<file path="src/rtl/core/json_string_unescape_utf8_defines.svh">
// assertion macros for the json string unescaper
`ifndef JSON_STRING_UNESCAPE_UTF8_DEFINES_SVH
`define JSON_STRING_UNESCAPE_UTF8_DEFINES_SVH

// same-cycle implication, disabled during reset
`define JSU_ASSERT_NOW(label, clk, rstn, ante, cons, msg) \
    label: assert property (@(posedge clk) disable iff (!rstn) (ante) |-> (cons)) \
        else $error(msg);

// next-cycle implication, disabled during reset
`define JSU_ASSERT_NEXT(label, clk, rstn, ante, cons, msg) \
    label: assert property (@(posedge clk) disable iff (!rstn) (ante) |=> (cons)) \
        else $error(msg);

`endif

</file>
<file path="src/rtl/core/jsu_pkg.sv">
// types, constants and helper functions for the json string unescaper
package jsu_pkg;

    typedef enum logic [2:0] {
        PH_PLAIN   = 3'd0,
        PH_ESC     = 3'd1,
        PH_HEX1    = 3'd2,
        PH_WANT_BS = 3'd3,
        PH_WANT_U  = 3'd4,
        PH_HEX2    = 3'd5
    } phase_t;

    typedef enum logic [2:0] {
        FLT_DANGLING  = 3'd0,
        FLT_UNKNOWN   = 3'd1,
        FLT_BAD_HEX   = 3'd2,
        FLT_BAD_LOW   = 3'd3,
        FLT_TRUNCATED = 3'd4
    } fault_code_t;

    localparam logic [15:0] HIGH_SURR_MIN = 16'hD800;
    localparam logic [15:0] HIGH_SURR_MAX = 16'hDBFF;
    localparam logic [15:0] LOW_SURR_MIN  = 16'hDC00;
    localparam logic [15:0] LOW_SURR_MAX  = 16'hDFFF;
    localparam logic [20:0] SUPP_BASE     = 21'h10000;

    localparam logic [7:0] CH_BSLASH = 8'h5C;
    localparam logic [7:0] CH_QUOTE  = 8'h22;
    localparam logic [7:0] CH_LOW_B  = 8'h62;
    localparam logic [7:0] CH_LOW_F  = 8'h66;
    localparam logic [7:0] CH_LOW_N  = 8'h6E;
    localparam logic [7:0] CH_LOW_R  = 8'h72;
    localparam logic [7:0] CH_LOW_T  = 8'h74;
    localparam logic [7:0] CH_LOW_U  = 8'h75;

    // up to four utf-8 bytes, last_idx is the index of the final one
    typedef struct packed {
        logic [3:0][7:0] bytes;
        logic [1:0]      last_idx;
    } enc_t;

    // one queued group: all results caused by one input item
    typedef struct packed {
        logic [3:0][7:0] bytes;
        logic [1:0]      last_idx;
        logic            text_last;
        logic            fault;
        fault_code_t     code;
    } grp_t;

    // bit 4 is the valid flag, bits 3:0 the digit value
    function automatic logic [4:0] hex_val(input logic [7:0] b);
        logic [4:0] r;
        r = '0;
        if (b >= 8'h30 && b <= 8'h39) begin
            r = {1'b1, b[3:0]};
        end else if ((b >= 8'h41 && b <= 8'h46) || (b >= 8'h61 && b <= 8'h66)) begin
            r = {1'b1, b[3:0] + 4'd9};
        end
        return r;
    endfunction

    function automatic enc_t utf8_enc(input logic [20:0] cp);
        enc_t e;
        e = '0;
        if (cp <= 21'h7F) begin
            e.bytes[0] = cp[7:0];
        end else if (cp <= 21'h7FF) begin
            e.bytes[0] = {3'b110, cp[10:6]};
            e.bytes[1] = {2'b10, cp[5:0]};
            e.last_idx = 2'd1;
        end else if (cp <= 21'hFFFF) begin
            e.bytes[0] = {4'b1110, cp[15:12]};
            e.bytes[1] = {2'b10, cp[11:6]};
            e.bytes[2] = {2'b10, cp[5:0]};
            e.last_idx = 2'd2;
        end else begin
            e.bytes[0] = {5'b11110, cp[20:18]};
            e.bytes[1] = {2'b10, cp[17:12]};
            e.bytes[2] = {2'b10, cp[11:6]};
            e.bytes[3] = {2'b10, cp[5:0]};
            e.last_idx = 2'd3;
        end
        return e;
    endfunction

endpackage

</file>
<file path="src/rtl/core/json_string_unescape_utf8.sv">
// output: result groups are registered in the group queue before reaching m_tdata
// throughput: one input item per cycle while s_tready is high; a multi-byte group
// drains one byte per cycle while m_tready is high, from a two-entry group queue; a
// full queue (multi-byte groups, m_tready low) stalls s_tready until the head drains
// reset: synchronous active-low aresetn empties the queue, clears the decode state
`include "json_string_unescape_utf8_defines.svh"

module json_string_unescape_utf8
    import jsu_pkg::*;
(
    input  logic       aclk,
    input  logic       aresetn,
    input  logic       s_tvalid,
    output logic       s_tready,
    input  logic [7:0] s_tdata,   // in_byte[7:0]
    input  logic       s_tlast,   // string_end
    output logic       m_tvalid,
    input  logic       m_tready,
    output logic [7:0] m_tdata,   // out_byte[7:0]
    output logic       m_tlast,   // text_last
    output logic [4:0] m_tuser    // run_last[0], fault[1], fault_code[4:2]
);

    phase_t      phase_reg, phase_next;
    logic [1:0]  hc_reg, hc_next;
    logic [15:0] acc_reg, acc_next;
    logic [9:0]  high_reg, high_next;
    logic        disc_reg, disc_next;

    grp_t        q_reg [2];
    logic        wr_ptr_reg, rd_ptr_reg;
    logic [1:0]  cnt_reg, cnt_next;
    logic [1:0]  idx_reg;

    logic        s_acc;
    logic        push, pop;
    logic        err, emit;
    fault_code_t err_code;
    enc_t        enc;
    logic [4:0]  hx;
    logic [15:0] acc_shift;
    logic [20:0] cp_pair;
    grp_t        grp_new;
    grp_t        head;
    logic        run_last;

    assign s_tready = (cnt_reg != 2'd2);
    assign s_acc    = s_tvalid && s_tready;

    assign hx        = hex_val(s_tdata);
    assign acc_shift = {acc_reg[11:0], hx[3:0]};
    assign cp_pair   = SUPP_BASE + {1'b0, high_reg, acc_shift[9:0]};

    always_comb begin
        phase_next = phase_reg;
        hc_next    = hc_reg;
        acc_next   = acc_reg;
        high_next  = high_reg;
        disc_next  = disc_reg;
        err        = 1'b0;
        err_code   = FLT_DANGLING;
        emit       = 1'b0;
        enc        = '0;

        if (disc_reg) begin
            if (s_tlast) begin
                disc_next  = 1'b0;
                phase_next = PH_PLAIN;
                hc_next    = '0;
            end
        end else begin
            unique case (phase_reg)
                PH_ESC: begin
                    phase_next = PH_PLAIN;
                    emit       = 1'b1;
                    unique case (s_tdata)
                        CH_LOW_B:  enc.bytes[0] = 8'h08;
                        CH_LOW_F:  enc.bytes[0] = 8'h0C;
                        CH_LOW_N:  enc.bytes[0] = 8'h0A;
                        CH_LOW_R:  enc.bytes[0] = 8'h0D;
                        CH_LOW_T:  enc.bytes[0] = 8'h09;
                        CH_QUOTE:  enc.bytes[0] = CH_QUOTE;
                        CH_BSLASH: enc.bytes[0] = CH_BSLASH;
                        CH_LOW_U: begin
                            emit = 1'b0;
                            if (s_tlast) begin
                                err      = 1'b1;
                                err_code = FLT_TRUNCATED;
                            end else begin
                                phase_next = PH_HEX1;
                                hc_next    = '0;
                                acc_next   = '0;
                            end
                        end
                        default: begin
                            emit     = 1'b0;
                            err      = 1'b1;
                            err_code = FLT_UNKNOWN;
                        end
                    endcase
                end
                PH_HEX1, PH_HEX2: begin
                    if (!hx[4]) begin
                        err      = 1'b1;
                        err_code = FLT_BAD_HEX;
                    end else begin
                        acc_next = acc_shift;
                        if (hc_reg != 2'd3) begin
                            hc_next = hc_reg + 2'd1;
                            if (s_tlast) begin
                                err      = 1'b1;
                                err_code = FLT_TRUNCATED;
                            end
                        end else begin
                            hc_next = '0;
                            if (phase_reg == PH_HEX1) begin
                                if (acc_shift >= HIGH_SURR_MIN && acc_shift <= HIGH_SURR_MAX) begin
                                    high_next = acc_shift[9:0];
                                    if (s_tlast) begin
                                        err      = 1'b1;
                                        err_code = FLT_BAD_LOW;
                                    end else begin
                                        phase_next = PH_WANT_BS;
                                    end
                                end else begin
                                    enc        = utf8_enc({5'd0, acc_shift});
                                    emit       = 1'b1;
                                    phase_next = PH_PLAIN;
                                end
                            end else if (acc_shift >= LOW_SURR_MIN
                                         && acc_shift <= LOW_SURR_MAX) begin
                                enc        = utf8_enc(cp_pair);
                                emit       = 1'b1;
                                phase_next = PH_PLAIN;
                            end else begin
                                err      = 1'b1;
                                err_code = FLT_BAD_LOW;
                            end
                        end
                    end
                end
                PH_WANT_BS: begin
                    if (s_tdata == CH_BSLASH) begin
                        if (s_tlast) begin
                            err      = 1'b1;
                            err_code = FLT_TRUNCATED;
                        end else begin
                            phase_next = PH_WANT_U;
                        end
                    end else begin
                        err      = 1'b1;
                        err_code = FLT_BAD_LOW;
                    end
                end
                PH_WANT_U: begin
                    if (s_tdata == CH_LOW_U) begin
                        if (s_tlast) begin
                            err      = 1'b1;
                            err_code = FLT_TRUNCATED;
                        end else begin
                            phase_next = PH_HEX2;
                            hc_next    = '0;
                            acc_next   = '0;
                        end
                    end else begin
                        err      = 1'b1;
                        err_code = FLT_BAD_LOW;
                    end
                end
                default: begin
                    phase_next = PH_PLAIN;
                    if (s_tdata == CH_BSLASH) begin
                        if (s_tlast) begin
                            err      = 1'b1;
                            err_code = FLT_DANGLING;
                        end else begin
                            phase_next = PH_ESC;
                        end
                    end else begin
                        enc.bytes[0] = s_tdata;
                        emit         = 1'b1;
                    end
                end
            endcase

            if (err) begin
                phase_next = PH_PLAIN;
                hc_next    = '0;
                disc_next  = !s_tlast;
            end else if (s_tlast) begin
                phase_next = PH_PLAIN;
                hc_next    = '0;
            end
        end
    end

    // an error result is a single zero byte that also closes the string
    always_comb begin
        grp_new.bytes     = err ? '0 : enc.bytes;
        grp_new.last_idx  = err ? 2'd0 : enc.last_idx;
        grp_new.text_last = err || s_tlast;
        grp_new.fault     = err;
        grp_new.code      = err ? err_code : FLT_DANGLING;
    end

    assign push = s_acc && !disc_reg && (err || emit);

    assign head     = q_reg[rd_ptr_reg];
    assign m_tvalid = (cnt_reg != 2'd0);
    assign run_last = (idx_reg == head.last_idx);
    assign m_tdata  = head.bytes[idx_reg];
    assign m_tlast  = run_last && head.text_last;
    assign m_tuser  = {head.code, head.fault, run_last};
    assign pop      = m_tvalid && m_tready && run_last;

    always_comb begin
        unique case ({push, pop})
            2'b10:   cnt_next = cnt_reg + 2'd1;
            2'b01:   cnt_next = cnt_reg - 2'd1;
            default: cnt_next = cnt_reg;
        endcase
    end

    always_ff @(posedge aclk) begin
        if (!aresetn) begin
            phase_reg  <= PH_PLAIN;
            hc_reg     <= '0;
            acc_reg    <= '0;
            high_reg   <= '0;
            disc_reg   <= 1'b0;
            wr_ptr_reg <= 1'b0;
            rd_ptr_reg <= 1'b0;
            cnt_reg    <= '0;
            idx_reg    <= '0;
        end else begin
            if (s_acc) begin
                phase_reg <= phase_next;
                hc_reg    <= hc_next;
                acc_reg   <= acc_next;
                high_reg  <= high_next;
                disc_reg  <= disc_next;
            end
            if (push) begin
                wr_ptr_reg <= !wr_ptr_reg;
            end
            if (pop) begin
                rd_ptr_reg <= !rd_ptr_reg;
                idx_reg    <= '0;
            end else if (m_tvalid && m_tready) begin
                idx_reg <= idx_reg + 2'd1;
            end
            cnt_reg <= cnt_next;
        end
    end

    // group queue payload
    always_ff @(posedge aclk) begin
        if (push) begin
            q_reg[wr_ptr_reg] <= grp_new;
        end
    end

    `JSU_ASSERT_NOW(a_fault_closes, aclk, aresetn, m_tvalid && head.fault,
        run_last && m_tlast && idx_reg == 2'd0, "error item must be a single closing item")
    `JSU_ASSERT_NEXT(a_disc_quiet, aclk, aresetn, disc_reg && cnt_reg == 2'd0,
        cnt_reg == 2'd0, "queue grew while discarding")
    `JSU_ASSERT_NOW(a_idx_bound, aclk, aresetn, m_tvalid,
        idx_reg <= head.last_idx, "byte index ran past its group")

endmodule
</file>
<file path="config.mk">
export PLATFORM = sky130hd
export DESIGN_NAME = json_string_unescape_utf8
export DESIGN_NICKNAME = d
export VERILOG_FILES = /design/src/rtl/core/jsu_pkg.sv /design/src/rtl/core/json_string_unescape_utf8.sv
export VERILOG_INCLUDE_DIRS = /design/src /design/src/rtl/core
export SDC_FILE = /design/constraint.sdc
export NUM_CORES = 1
export LEC_CHECK = 0
export BUFFER_PORTS_ARGS = -buffer_cell sky130_fd_sc_hd__buf_2
export CORE_UTILIZATION = 56
export DETAILED_ROUTE_END_ITERATION = 8
export HOLD_SLACK_MARGIN = 0.15
export PLACE_DENSITY_LB_ADDON = 0.08
export RECOVER_POWER = 50
export SETUP_SLACK_MARGIN = 0.5
export SLEW_MARGIN = 20
export SYNTH_ARGS = -nofsm -noshare
export SYNTH_HDL_FRONTEND = slang
export SYNTH_SLANG_ARGS = --single-unit
</file>
<file path="constraint.sdc">
create_clock -name aclk -period 3.98 [get_ports aclk]
set_clock_uncertainty 0.2 [all_clocks]
set_input_delay 0.199 -clock aclk [delete_from_list [all_inputs] [get_ports aclk]]
set_output_delay 0.199 -clock aclk [all_outputs]
set_load 0.01 [all_outputs]
</file>
==> results.toml <==
[worst_setup_path]
crit_path_end_kind = "register"
crit_type = "reg2reg"
critical_path_arrival_ns = 3.70
crit_path_start_kind = "register"
critical_path_required_ns = 4.06
crit_path_max_fanout = 21

[sta]
setup_tns_ns = 0
setup_viol = 0
worst_pin_slew_ns = 0.988
period_share_pct = 90.8
slew_violations = 0
hold_viol = 0
grt_setup_unrepaired = "yes"
period_needed_ns = 3.62
slew_headroom_pct = 33.4
fmax_ghz = 0.277

[synthesis]
synth_cells = 662
yosys_register_bits = 105
synth_nets = 683
synth_area_per_cell_um2 = 9.71
yosysWarnings = 0
ys_types = 79
synthTopCellsByCount = "edfxtp_1 (70), nand2_1 (64), nor2_1 (57)"
synthTopCellsByArea = "edfxtp_1 (33%), dfxtp_1 (11%), mux4_2 (4.6%)"
ys.flop_type = "edfxtp_1"
synthArstFlopShare_pct = 0
synth_top_cell_by_area = "edfxtp_1"
synth.most_common_cell = "edfxtp_1"
yosysTopAreaCellShare_pct = 32.7
synth-edff-count = 70
syn_area_mm2 = 0.00643
yosysSeqAreaShare_pct = 43.6

[floorplan]
dieWidth_um = 109
die_y_um = 109
num_rows = 38
dieArea_mm2 = 0.0119
io_pins = 29
start_util_pct = 58.3
core_mm2 = 0.0110

[clock_network]
cts_buffer_depth = 2
clkLatencyLatePin_ns = 0.35
path_clk_slew_ns = 0.07
cts_tree = "built"
cts_root_buffer = "clkbuf_16"
htree_num_levels = 3
cts_buffers = 9
cts.sinks = 105

[route]
drc = 0
wire_per_inst_um = 20.7
final_antenna_net_count = 0
drt_first_iter_violations = 641
vias = 5310
routed_via_density = 6.47
wl_um = 17000
first_pass_iters = 9

[power]
p_leak_nw = 2.45
power_density_mw_per_mm2 = 374
finalPower_mw = 2.62
irDropWorstVdd_mv = 0.317

[final_layout]
drive_gt1_share_pct = 13.4
final_util_pct = 63.4
largest_reg_flops = 70
diodes = 0
nets = 697
synthToLayoutAreaGrowth_pct = 8.80

[placed_design]
portBuffers = 28
place_congestion = 0.966
dp_hpwl_um = 12300

[grt]
grt_pass1_wl_um = 26900
grt_pass1_vias = 5073
grt_max_degree = 39
grt_overflow_total = 0
grt.total_usage_pct = 30.2
antenna_found_initial = 0

[worst_hold_path]
hold_class = "in2reg"

[outcome]
status = "finished clean"

[job]
cap_violations = 0
==> critical path, stage by stage (launching register included) <==
cell,delay [ns]
dfxtp_1,0.65
or3b_4,0.58
nor4b_4,0.44
a21oi_2,0.15
o22ai_2,0.22
nor3_1,0.15
a21o_1,0.26
ha_1,0.35
or3_1,0.38
a21boi_0,0.16
==> final timing paths <==
check                    start    endpoint  slack [ns]  cells after the start
setup reg to reg  phase_reg[1]  cnt_reg[1]        0.36                      9
setup / recovery  phase_reg[1]  cnt_reg[1]        0.36                      9
hold / removal         aresetn  wr_ptr_reg        0.18                      2
hold reg to reg      hc_reg[1]   hc_reg[1]        0.26                      2
==> routing by layer <==
| metal | track usage, % | wire length, um | vias to the layer above | share of wire [%] |
|---|---|---|---|---|
| met2 | 46.2 | 7690 | 233 | 45 |
| met3 | 5.26 | 1220 | 50 | 7.2 |
| li1 | - | - | 2505 | - |
| met5 | 0 | 0 | - | 0 |
| met4 | 13.1 | 539 | 0 | 3.2 |
| met1 | 41.9 | 7530 | 2522 | 44 |
==> through the flow <==
stage | worst slack [ns] | cells | instance area (um^2) | hold slack (ns)
floorplan | 0.563 | 662 | 6430 | 0.240
global route | 0.229 | 821 | 7000 | 0.220
finish | 0.364 | 821 | 7000 | 0.181
global placement | 0.508 | 801 | 6700 | 0.256
detailed placement | 0.388 | 801 | 6700 | 0.258
CTS | 0.540 | 821 | 7040 | 0.175
==> final cells by class <==
class | instances | area (um^2)
clock buffers | 9 | 225
fillers | 937 | 4040
multi-input cells | 497 | 3380
well taps | 140 | 175
inverters | 16 | 60.1
repair buffers | 47 | 275
clock inverters | 7 | 76.3
flip-flops and latches | 105 | 2800
==> cells in the final DEF, fill, tap and decap left out, types with 10 or more instances in the layout <==
master / Yosys / layout
nand2_1: 64 / 64
mux2i_1: 16 / 16
nand3_1: 31 / 31
edfxtp_1: 70 / 70
mux4_2: 13 / 13
o21ai_0: 33 / 34
nor3_1: 20 / 20
a21oi_1: 37 / 37
clkbuf_1: 29 / 18
nor2_1: 57 / 55
a21o_1: 12 / 12
inv_1: 16 / 16
nor2b_1: 14 / 14
a21boi_0: 15 / 15
buf_4: 8 / 10
dfxtp_1: 35 / 34
mux2_2: 11 / 11
buf_2: 2 / 13
==> kinds of logic after synthesis <==
family	after synthesis	share of synthesized area (%)
buf+inv	60	4.01
xor+xnor	5	0.681
compound gates	172	18.3
fa+ha+maj	8	1.56
mux	40	8.97
flops	105	43.6
simple gates	272	22.9
==> repair_timing <==
action | CTS | global route
setup endpoints to repair | 1 | 6
resized for setup | 1 | 3
pin swaps | 0 | 0
setup buffers | 0 | 0
hold buffers | 4 | 0
cloned | 0 | 0
endpoints found under the hold margin | 6 | 0
==> where the power goes <==
group | switching [mW] | internal [mW]
clock network | 0.424 | 0.494
registers | 0.0370 | 1.25
logic | 0.232 | 0.180
total | 0.693 | 1.93
(Power assumes the default switching activity.)
